## config.mk

```make
export PLATFORM = sky130hd
export DESIGN_NAME = float_to_int_trunc_trap
export DESIGN_NICKNAME = d
export VERILOG_FILES = /design/src/rtl/fti_pkg.sv /design/src/rtl/fti_conv.sv /design/src/rtl/float_to_int_trunc_trap.sv
export SDC_FILE = /design/constraint.sdc
export NUM_CORES = 1
export LEC_CHECK = 0
export BUFFER_PORTS_ARGS = -buffer_cell sky130_fd_sc_hd__buf_2
export CORE_MARGIN = 2
export CORE_UTILIZATION = 40
export CTS_CLUSTER_DIAMETER = 100
export DETAILED_ROUTE_END_ITERATION = 6
export PLACE_DENSITY = 0.66
export SKIP_CTS_REPAIR_TIMING = 1
export SLEW_MARGIN = 0
export SYNTH_ARGS = -nofsm -noshare
export SYNTH_HDL_FRONTEND = slang
export SYNTH_SLANG_ARGS = --single-unit
```

## constraint.sdc

```tcl
create_clock -name clk_i -period 5.45 [get_ports clk_i]
set_input_delay 1.09 -clock clk_i [delete_from_list [all_inputs] [get_ports clk_i]]
set_output_delay 1.09 -clock clk_i [all_outputs]
set_load 0.02 [all_outputs]
```

## src/rtl/fti_pkg.sv

```systemverilog
// Package for the float truncation block: request codes and the result type.
// No dependencies.
package fti_pkg;

  typedef enum logic [2:0] {
    REQ_F32_U32 = 3'd0,
    REQ_F32_I32 = 3'd1,
    REQ_F64_U32 = 3'd2,
    REQ_F64_I32 = 3'd3,
    REQ_F32_U64 = 3'd4,
    REQ_F32_I64 = 3'd5,
    REQ_F64_U64 = 3'd6,
    REQ_F64_I64 = 3'd7
  } req_type_e;

  typedef struct packed {
    logic [63:0] result_bits;
    logic        trap;
  } conv_res_t;

endpackage

```

## src/rtl/fti_conv.sv

```systemverilog
// Combinational float to integer truncation with range trap.
// Depends on fti_pkg.
module fti_conv (
  input  logic [2:0]         req_type_i,
  input  logic [63:0]        raw_bits_i,
  output fti_pkg::conv_res_t res_o
);

  logic        src64, is_signed, dst64, neg, special, big;
  logic [10:0] expf;
  logic [52:0] mant;
  logic [10:0] e;
  logic        ge_bias;
  logic [63:0] mag, lim, neg_mag;
  logic        trap;
  logic [63:0] res;

  // Field decode for the two source formats.
  always_comb begin
    src64     = req_type_i[1];
    is_signed = req_type_i[0];
    dst64     = req_type_i[2];
    if (src64) begin
      neg     = raw_bits_i[63];
      expf    = raw_bits_i[62:52];
      mant    = {1'b1, raw_bits_i[51:0]};
      special = (expf == 11'h7FF);
      ge_bias = (expf >= 11'd1023);
      e       = expf - 11'd1023;
    end else begin
      neg     = raw_bits_i[31];
      expf    = {3'b000, raw_bits_i[30:23]};
      mant    = {1'b1, raw_bits_i[22:0], 29'd0};
      special = (expf == 11'h0FF);
      ge_bias = (expf >= 11'd127);
      e       = expf - 11'd127;
    end
  end

  // Magnitude by one shift; a 53-bit aligned mantissa, point after the top bit.
  always_comb begin
    big = ge_bias && (e >= 11'd64);
    mag = '0;
    if (ge_bias && !big) begin
      if (e >= 11'd52) mag = {11'd0, mant} << (e[5:0] - 6'd52);
      else             mag = {11'd0, mant} >> (6'd52 - e[5:0]);
    end
  end

  // Range check and sign application.
  always_comb begin
    lim     = dst64 ? 64'h8000_0000_0000_0000 : 64'h0000_0000_8000_0000;
    neg_mag = 64'd0 - mag;
    res     = mag;
    if (special || big) begin
      trap = 1'b1;
    end else if (!is_signed) begin
      if (neg) trap = (mag != 64'd0);
      else     trap = !dst64 && (mag[63:32] != 32'd0);
    end else if (neg) begin
      trap = (mag > lim);
      res  = neg_mag;
    end else begin
      trap = (mag >= lim);
    end
    if (trap)        res = '0;
    else if (!dst64) res = {32'd0, res[31:0]};
    res_o.result_bits = res;
    res_o.trap        = trap;
  end

endmodule

```

## src/rtl/float_to_int_trunc_trap.sv

```systemverilog
// Top level of the float to integer truncation block with trap.
// Depends on fti_pkg and fti_conv.
//
// Channel  | Dir | tdata (low bit first)        | tuser
// s_axis   | in  | req_type[2:0], raw_bits[66:3] | -
// m_axis   | out | result_bits[63:0]             | trap
//
// One word is accepted per cycle while the skid register is empty. An accepted
// word passes the input register, fti_conv and the result register to the output.
// A held result blocks input only after a skid register has taken one extra word.
// Reset clears the valid flags only.
module float_to_int_trunc_trap (
  input  logic        clk_i,
  input  logic        rst_ni,
  input  logic        s_axis_tvalid,
  output logic        s_axis_tready,
  input  logic [71:0] s_axis_tdata,   // req_type[2:0], raw_bits[66:3], zero pad
  output logic        m_axis_tvalid,
  input  logic        m_axis_tready,
  output logic [63:0] m_axis_tdata,   // result_bits[63:0]
  output logic        m_axis_tuser    // trap
);

  logic               in_vld_q, out_vld_q, skid_vld_q;
  logic [2:0]         req_q;
  logic [63:0]        raw_q;
  fti_pkg::conv_res_t conv, out_q, skid_q;
  logic               s_acc, m_acc, adv;

  fti_conv u_conv (.req_type_i(req_q), .raw_bits_i(raw_q), .res_o(conv));

  // Stage moves when the result register is free or being drained.
  assign m_acc         = m_axis_tvalid && m_axis_tready;
  assign adv           = !out_vld_q || m_acc;
  assign s_axis_tready = !skid_vld_q;
  assign s_acc         = s_axis_tvalid && s_axis_tready;
  assign m_axis_tvalid = out_vld_q;
  assign m_axis_tdata  = out_q.result_bits;
  assign m_axis_tuser  = out_q.trap;

  // Valid flags.
  always_ff @(posedge clk_i or negedge rst_ni) begin
    if (!rst_ni) begin
      in_vld_q   <= 1'b0;
      out_vld_q  <= 1'b0;
      skid_vld_q <= 1'b0;
    end else begin
      if (adv) begin
        out_vld_q  <= in_vld_q || skid_vld_q;
        in_vld_q   <= s_acc || (skid_vld_q && in_vld_q);
        skid_vld_q <= 1'b0;
      end else if (in_vld_q && s_acc) begin
        skid_vld_q <= 1'b1;
      end else if (s_acc) begin
        in_vld_q <= 1'b1;
      end
    end
  end

  // Payload registers. The skid slot holds a converted result waiting for output.
  always_ff @(posedge clk_i) begin
    if (adv) begin
      if (skid_vld_q) begin
        out_q  <= skid_q;
        if (!s_acc) begin
          req_q <= req_q;
          raw_q <= raw_q;
        end
      end else begin
        out_q <= conv;
      end
      if (s_acc) begin
        req_q <= s_axis_tdata[2:0];
        raw_q <= s_axis_tdata[66:3];
      end
    end else if (in_vld_q && s_acc) begin
      skid_q <= conv;
      req_q  <= s_axis_tdata[2:0];
      raw_q  <= s_axis_tdata[66:3];
    end else if (s_acc) begin
      req_q <= s_axis_tdata[2:0];
      raw_q <= s_axis_tdata[66:3];
    end
  end

endmodule

```

==> metrics.cfg, run 1 <==
[outcome]
status=finished, violations left
violations=negative setup slack

[sta]
finalSetupViolCount=126
drv_slew=0
fin_crit_sh=1.038
rsz0062_at_grt=true
fin_ws_ps=-205.5
slew_headroom=0.08102
timing.fmax_mhz=176.8
fin_skew_ps=16.36
fin_crit_ps=5656
hold_viol_final=0
worst-slew-pin-transition_ps=1366

[route]
dr.pass1.iters=6
vias=22060
drt-wirelength-per-cell_um=27.55
drcViolationCount=0
drt-total-wl_um=96270
drtIter0Drc=2250
drtAntennaViolNets=0
via_per_inst=6.312

[cells_and_area]
fin_cells=3495
insertedDiodeCount=0
layout_common_cells=566 x buf_4, 168 x nand2_1, 161 x nand3_1, 158 x nor2_1, 137 x buf_2
area_delta_synth_final_pct=35.05
nNetsFinal=2954
layout_commonest_cell=buf_4
layout-drive-gt1-share=0.3760

[power]
p_leak_nw=10.77
vdd_drop_max_v=0.0002766
total_power_mw=18.95
power_density_nw_per_um2=724.4

[clock_tree]
cts_tree=yes
cts_sinks=200
insertion_delay_ps=510
cts.path.max_buffers=2
root_buffer=clkbuf_16
numCtsBuffers=17
htree_levels=4
clkTransAtPathRegs_ps=70

[die]
coreArea_um2=47750
row_count=80
io_pins=143
die_y_um=224.0
initial_core_util=0.4056
dieArea_um2=50190
chipWidth_um=224.0

[global_routing]
grt_use_total=0.3738
antenna_found_initial=1
gr-total-overflow=0
grt_start_max_net_pins=106
grt_pass1_vias=20791
grt_pass1_wl_um=137900

[synthesis]
synth_ff_type=edfxtp_1
synthDistinctLibCells=111
syn_area_per_cell_um2=8.344
synth_edf_count=130
ys_ff_latch=200
synth_nets=2408
ys_async_sr_fraction=0.01500
ys_seq_area_frac=0.2747
syn_inst=2321
netlist_area_um2=19370
ys_warn_count=0

[placement]
dp_cells=3420
io_buffers=137
routabilityCongestion=1.026
place_hpwl_um=77740

[hold_path]
hp-class=input pin to async pin

[run]
maxCapViolations=0

[critical_path]
critPathMaxFanout=26
path_class=flop to flop
crit_arrival_ps=5900
crit_path_end_kind=flop
required_ps=5700
worstSetupStartpointType=flop

critical path, stage by stage (launching register included):
cell and delay [ps]:
dfxtp_4 390, buf_4 140, inv_2 130, mux2_4 360, inv_6 80, ha_4 130
xor2_1 200, xnor2_1 170, buf_4 150, mux2i_4 170, buf_4 210, nand2_4 80
buf_4 160, a21oi_1 50, buf_4 150, nor4_1 1080, nor3_2 140, nand2_1 200
nor4_4 50, and3_4 180, buf_4 130, a31oi_1 120, o31a_1 250, buf_4 140
buf_4 100, nor4_4 40, buf_12 160, a22o_1 210
metrics by stage:
stage	worst slack, ps	instance area (µm²)	utilization	TNS (ps)	hold WS, ps
after global placement	-153.8	24390	0.5108	-7068	471.0
after global routing	-262.1	26160	0.5478	-25350	353.6
final	-205.5	26160	0.5478	-11320	363.2
after CTS	-388.1	24970	0.5229	-20230	338.1
after floorplan	3.124	19480	-	0	457.6
after detailed placement	-269.1	24390	0.5108	-15700	487.9
logic make-up (layout without fill, tap and decap cells):
kind of cell | after synthesis | after routing | synth area share
multiplexers | 214 | 214 | 0.1261
adder cells (fa/ha/maj) | 11 | 11 | 0.007106
AO/OA/AOI/OAI | 761 | 761 | 0.2770
XOR/XNOR | 86 | 86 | 0.04328
AND/OR/NAND/NOR | 805 | 805 | 0.2113
flip-flops | 200 | 200 | 0.2747
buffers and inverters | 244 | 803 | 0.06053
report_power, final:
part	internal, mW	total (mW)	switching, mW	leakage (nW)
clock network	0.643	1.29	0.646	0.275
registers	1.95	2.19	0.243	1.91
logic	6.47	15.5	9.00	8.58
total	9.06	18.9	9.89	10.8
worst paths after layout:
path / start / to / slack [ps] / cells after the start
min reg2reg: raw_q[63]$_DFF_P_ / raw_q[63]$_DFF_P_ / 500 / 1
max in group asynchronous: rst_ni / skid_vld_q$_DFFE_PN0P_ / 4970 / 1
min in group clk_i: raw_q[63]$_DFF_P_ / raw_q[63]$_DFF_P_ / 500 / 1
min: rst_ni / in_vld_q$_DFFE_PN0P_ / 360 / 1
max reg2reg: req_q[1]$_DFF_P_ / m_axis_tdata[48]$_DFFE_PN_ / -210 / 27
max: req_q[1]$_DFF_P_ / m_axis_tdata[48]$_DFFE_PN_ / -210 / 27
final cells by class:
type | count | area (µm²)
sequential | 200 | 5334
timing repair buffer | 744 | 5668
clock inverter | 13 | 142.6
inverter | 27 | 111.4
tap | 615 | 769.5
clock buffer | 19 | 432.9
multi-input combinational | 1877 | 13700
fill | 4503 | 21590
state kept, by name, summed over array words and instances, names as in the netlist:
name and cells:
in_vld_q 1, m_axis_tdata 64, m_axis_tuser 1, m_axis_tvalid 1, raw_q 64, req_q 3, skid_q 65, skid_vld_q 1
routing by layer:
layer  global-route usage  share of wire  wire length (µm)
met5                    0              0                 0
met4               0.1802          0.055              5295
met3              0.05771          0.070              6777
met2               0.5945           0.45             43260
met1               0.4960           0.43             40940
synthesized netlist by cell type (all sizes together), types with 56 or more instances:
cell type,instances,area (µm²)
nor3,70,385.4
and3,56,350.3
nor2,169,668.1
o21ai,128,651.9
edfxtp,130,3904
mux2,99,1119
clkbuf,91,341.6
dfxtp,67,1341
a21oi,115,575.6
buf,126,726.9
nand3,168,850.8
mux2i,103,1054
nand2,177,679.4
(Power assumes the default switching activity.)
==> inputs of run 2 (changes only) <==
--- a/config.mk
+++ b/config.mk
@@ -6,11 +6,12 @@
 export NUM_CORES = 1
 export LEC_CHECK = 0
 export BUFFER_PORTS_ARGS = -buffer_cell sky130_fd_sc_hd__buf_2
+export CORE_ASPECT_RATIO = 1.75
 export CORE_MARGIN = 2
-export CORE_UTILIZATION = 40
+export CORE_UTILIZATION = 25
 export CTS_CLUSTER_DIAMETER = 100
 export DETAILED_ROUTE_END_ITERATION = 6
-export PLACE_DENSITY = 0.66
+export PLACE_DENSITY = 0.48
 export SKIP_CTS_REPAIR_TIMING = 1
 export SLEW_MARGIN = 0
 export SYNTH_ARGS = -nofsm -noshare
==> metrics.cfg, run 2 (synthesis gave the netlist of run 1 again) <==
[outcome]
status=finished, violations left
violations=negative setup slack

[sta]
fin_ws_ps=-14.39
drv_slew=0
fin_crit_ps=5464
timing.fmax_mhz=183.0
tns_ps=-37.04
rsz0062_at_grt=true
fin_skew_ps=24.29
fin_crit_sh=1.003
finalSetupViolCount=7
hold_viol_final=0
worst-slew-pin-transition_ps=1088
slew_headroom=0.2746

[global_routing]
grt_use_total=0.2837
antenna_found_initial=0
grt_pass1_wl_um=162100
gr-total-overflow=0
grt_pass1_vias=22611
grt_start_max_net_pins=102

[die]
die_y_um=372.2
coreArea_um2=77020
row_count=135
io_pins=143
chipWidth_um=214.4
dieArea_um2=79800
initial_core_util=0.2514

[cells_and_area]
n_fill_cell=8167
largest_reg_flops=65
layout_common_cells=778 x buf_4, 167 x nand2_1, 160 x nand3_1, 154 x nor2_1, 138 x buf_2
multi_input_area_um2=13880
final_core_util=0.3727
regArea_um2=5340
area_delta_synth_final_pct=48.23
regMostFlops=skid_q
nNetsFinal=3184
layout_commonest_cell=buf_4
layout-drive-gt1-share=0.4305

[critical_path]
path_class=flop to flop
critPathMaxFanout=34
worstSetupStartpointType=flop
regToRegStartpoint=raw_q[24]$_DFF_P_
r2r_cells=23
crit_path_end_kind=flop
required_ps=5790
crit_arrival_ps=5800
r2r_slack_ps=-10
timing.rr.end=m_axis_tdata[7]$_DFFE_PN_

[route]
via_per_inst=5.492
drtIter0Drc=1531
dr.pass1.iters=5
drt-total-wl_um=115700
vias=22725
drt-wirelength-per-cell_um=27.95
drcViolationCount=0
drtAntennaViolNets=0

[power]
total_power_mw=20.65
p_comb_frac=0.830
pwr-share-seq=0.106
clkPwrFrac=0.064
p_sw_mw=10.66
intPower_mw=9.994
power_density_nw_per_um2=719.3
switching_share=0.5161
p_leak_nw=11.96
vdd_drop_max_v=0.0002985

[clock_tree]
cts.path.max_buffers=2
htree_levels=4
numCtsBuffers=17
cts_tree=yes
insertion_delay_ps=540
clkTransAtPathRegs_ps=100
root_buffer=clkbuf_16
cts_sinks=200

[placement]
dp_slack_ps=-665.5
routabilityCongestion=1.039
place_hpwl_um=96860
io_buffers=137

[run]
maxCapViolations=0

[hold_path]
hp-class=input pin to async pin

## run 2: cell type report
| type | count | area share |
|---|---|---|
| tap | 1027 | 0.04476 |
| inverter | 27 | 0.003705 |
| clock buffer | 17 | 0.01482 |
| clock inverter | 15 | 0.005709 |
| antenna | 1 | 0.00008716 |
| multi-input combinational | 1877 | 0.4834 |
| timing repair buffer | 974 | 0.2615 |
| sequential | 200 | 0.1860 |
## run 2: worst max path at each step
stage,slack [ps],end,cells after the start,startpoint
after floorplan,3,m_axis_tuser$_DFFE_PN_,25,raw_q[53]$_DFF_P_
after global placement,-620,m_axis_tdata[44]$_DFFE_PN_,23,raw_q[24]$_DFF_P_
after CTS,-730,m_axis_tdata[19]$_DFFE_PN_,24,raw_q[24]$_DFF_P_
final,-10,m_axis_tdata[7]$_DFFE_PN_,23,raw_q[24]$_DFF_P_
after global routing,-180,m_axis_tdata[9]$_DFFE_PN_,25,raw_q[24]$_DFF_P_
after detailed placement,-670,m_axis_tdata[19]$_DFFE_PN_,24,raw_q[24]$_DFF_P_
## run 2: critical path: stages, from the launching register on
cell and delay, ps:
dfxtp_4 380, ha_4 180, buf_4 140, nand3_1 80
mux2_2 380, nor2_4 210, and2b_1 270, buf_4 170
xnor2_4 310, buf_6 220, nor2_1 150, a211oi_2 300
a211o_1 230, ha_2 210, o221ai_2 90, nor3_2 270
nand3_4 160, or2_4 310, o31a_1 280, nor3_2 240
inv_2 90, buf_12 170, buf_4 160, o31ai_1 210
## run 2: power by group through the flow
stage	registers (mW)	logic (mW)	clock network [mW]
2_1_floorplan	2.26	6.95	0
3_3_place_gp	2.20	15.7	0
3_5_place_dp	2.21	15.7	0
4_1_cts	2.17	15.7	1.38
5_1_grt	2.20	18.0	1.41
6_report	2.18	17.1	1.33
## run 2: through the flow
stage | hold slack (ps) | cells | instance area (µm²)
2_1_floorplan | 457.6 | 2321 | 19480
3_3_place_gp | 498.5 | 4069 | 26730
3_5_place_dp | 501.6 | 4069 | 26730
4_1_cts | 309.9 | 4101 | 27320
5_1_grt | 333.1 | 4137 | 28710
6_report | 341.2 | 4138 | 28710
## run 2: layer usage
metal	wire length, µm	vias up	share of wire	GRT usage
met1	39080	11007	0.34	0.2749
met3	4726	330	0.041	0.03860
li1	-	10535	-	-
met4	13170	0	0.11	0.2644
met5	0	-	0	0
met2	58690	853	0.51	0.5205
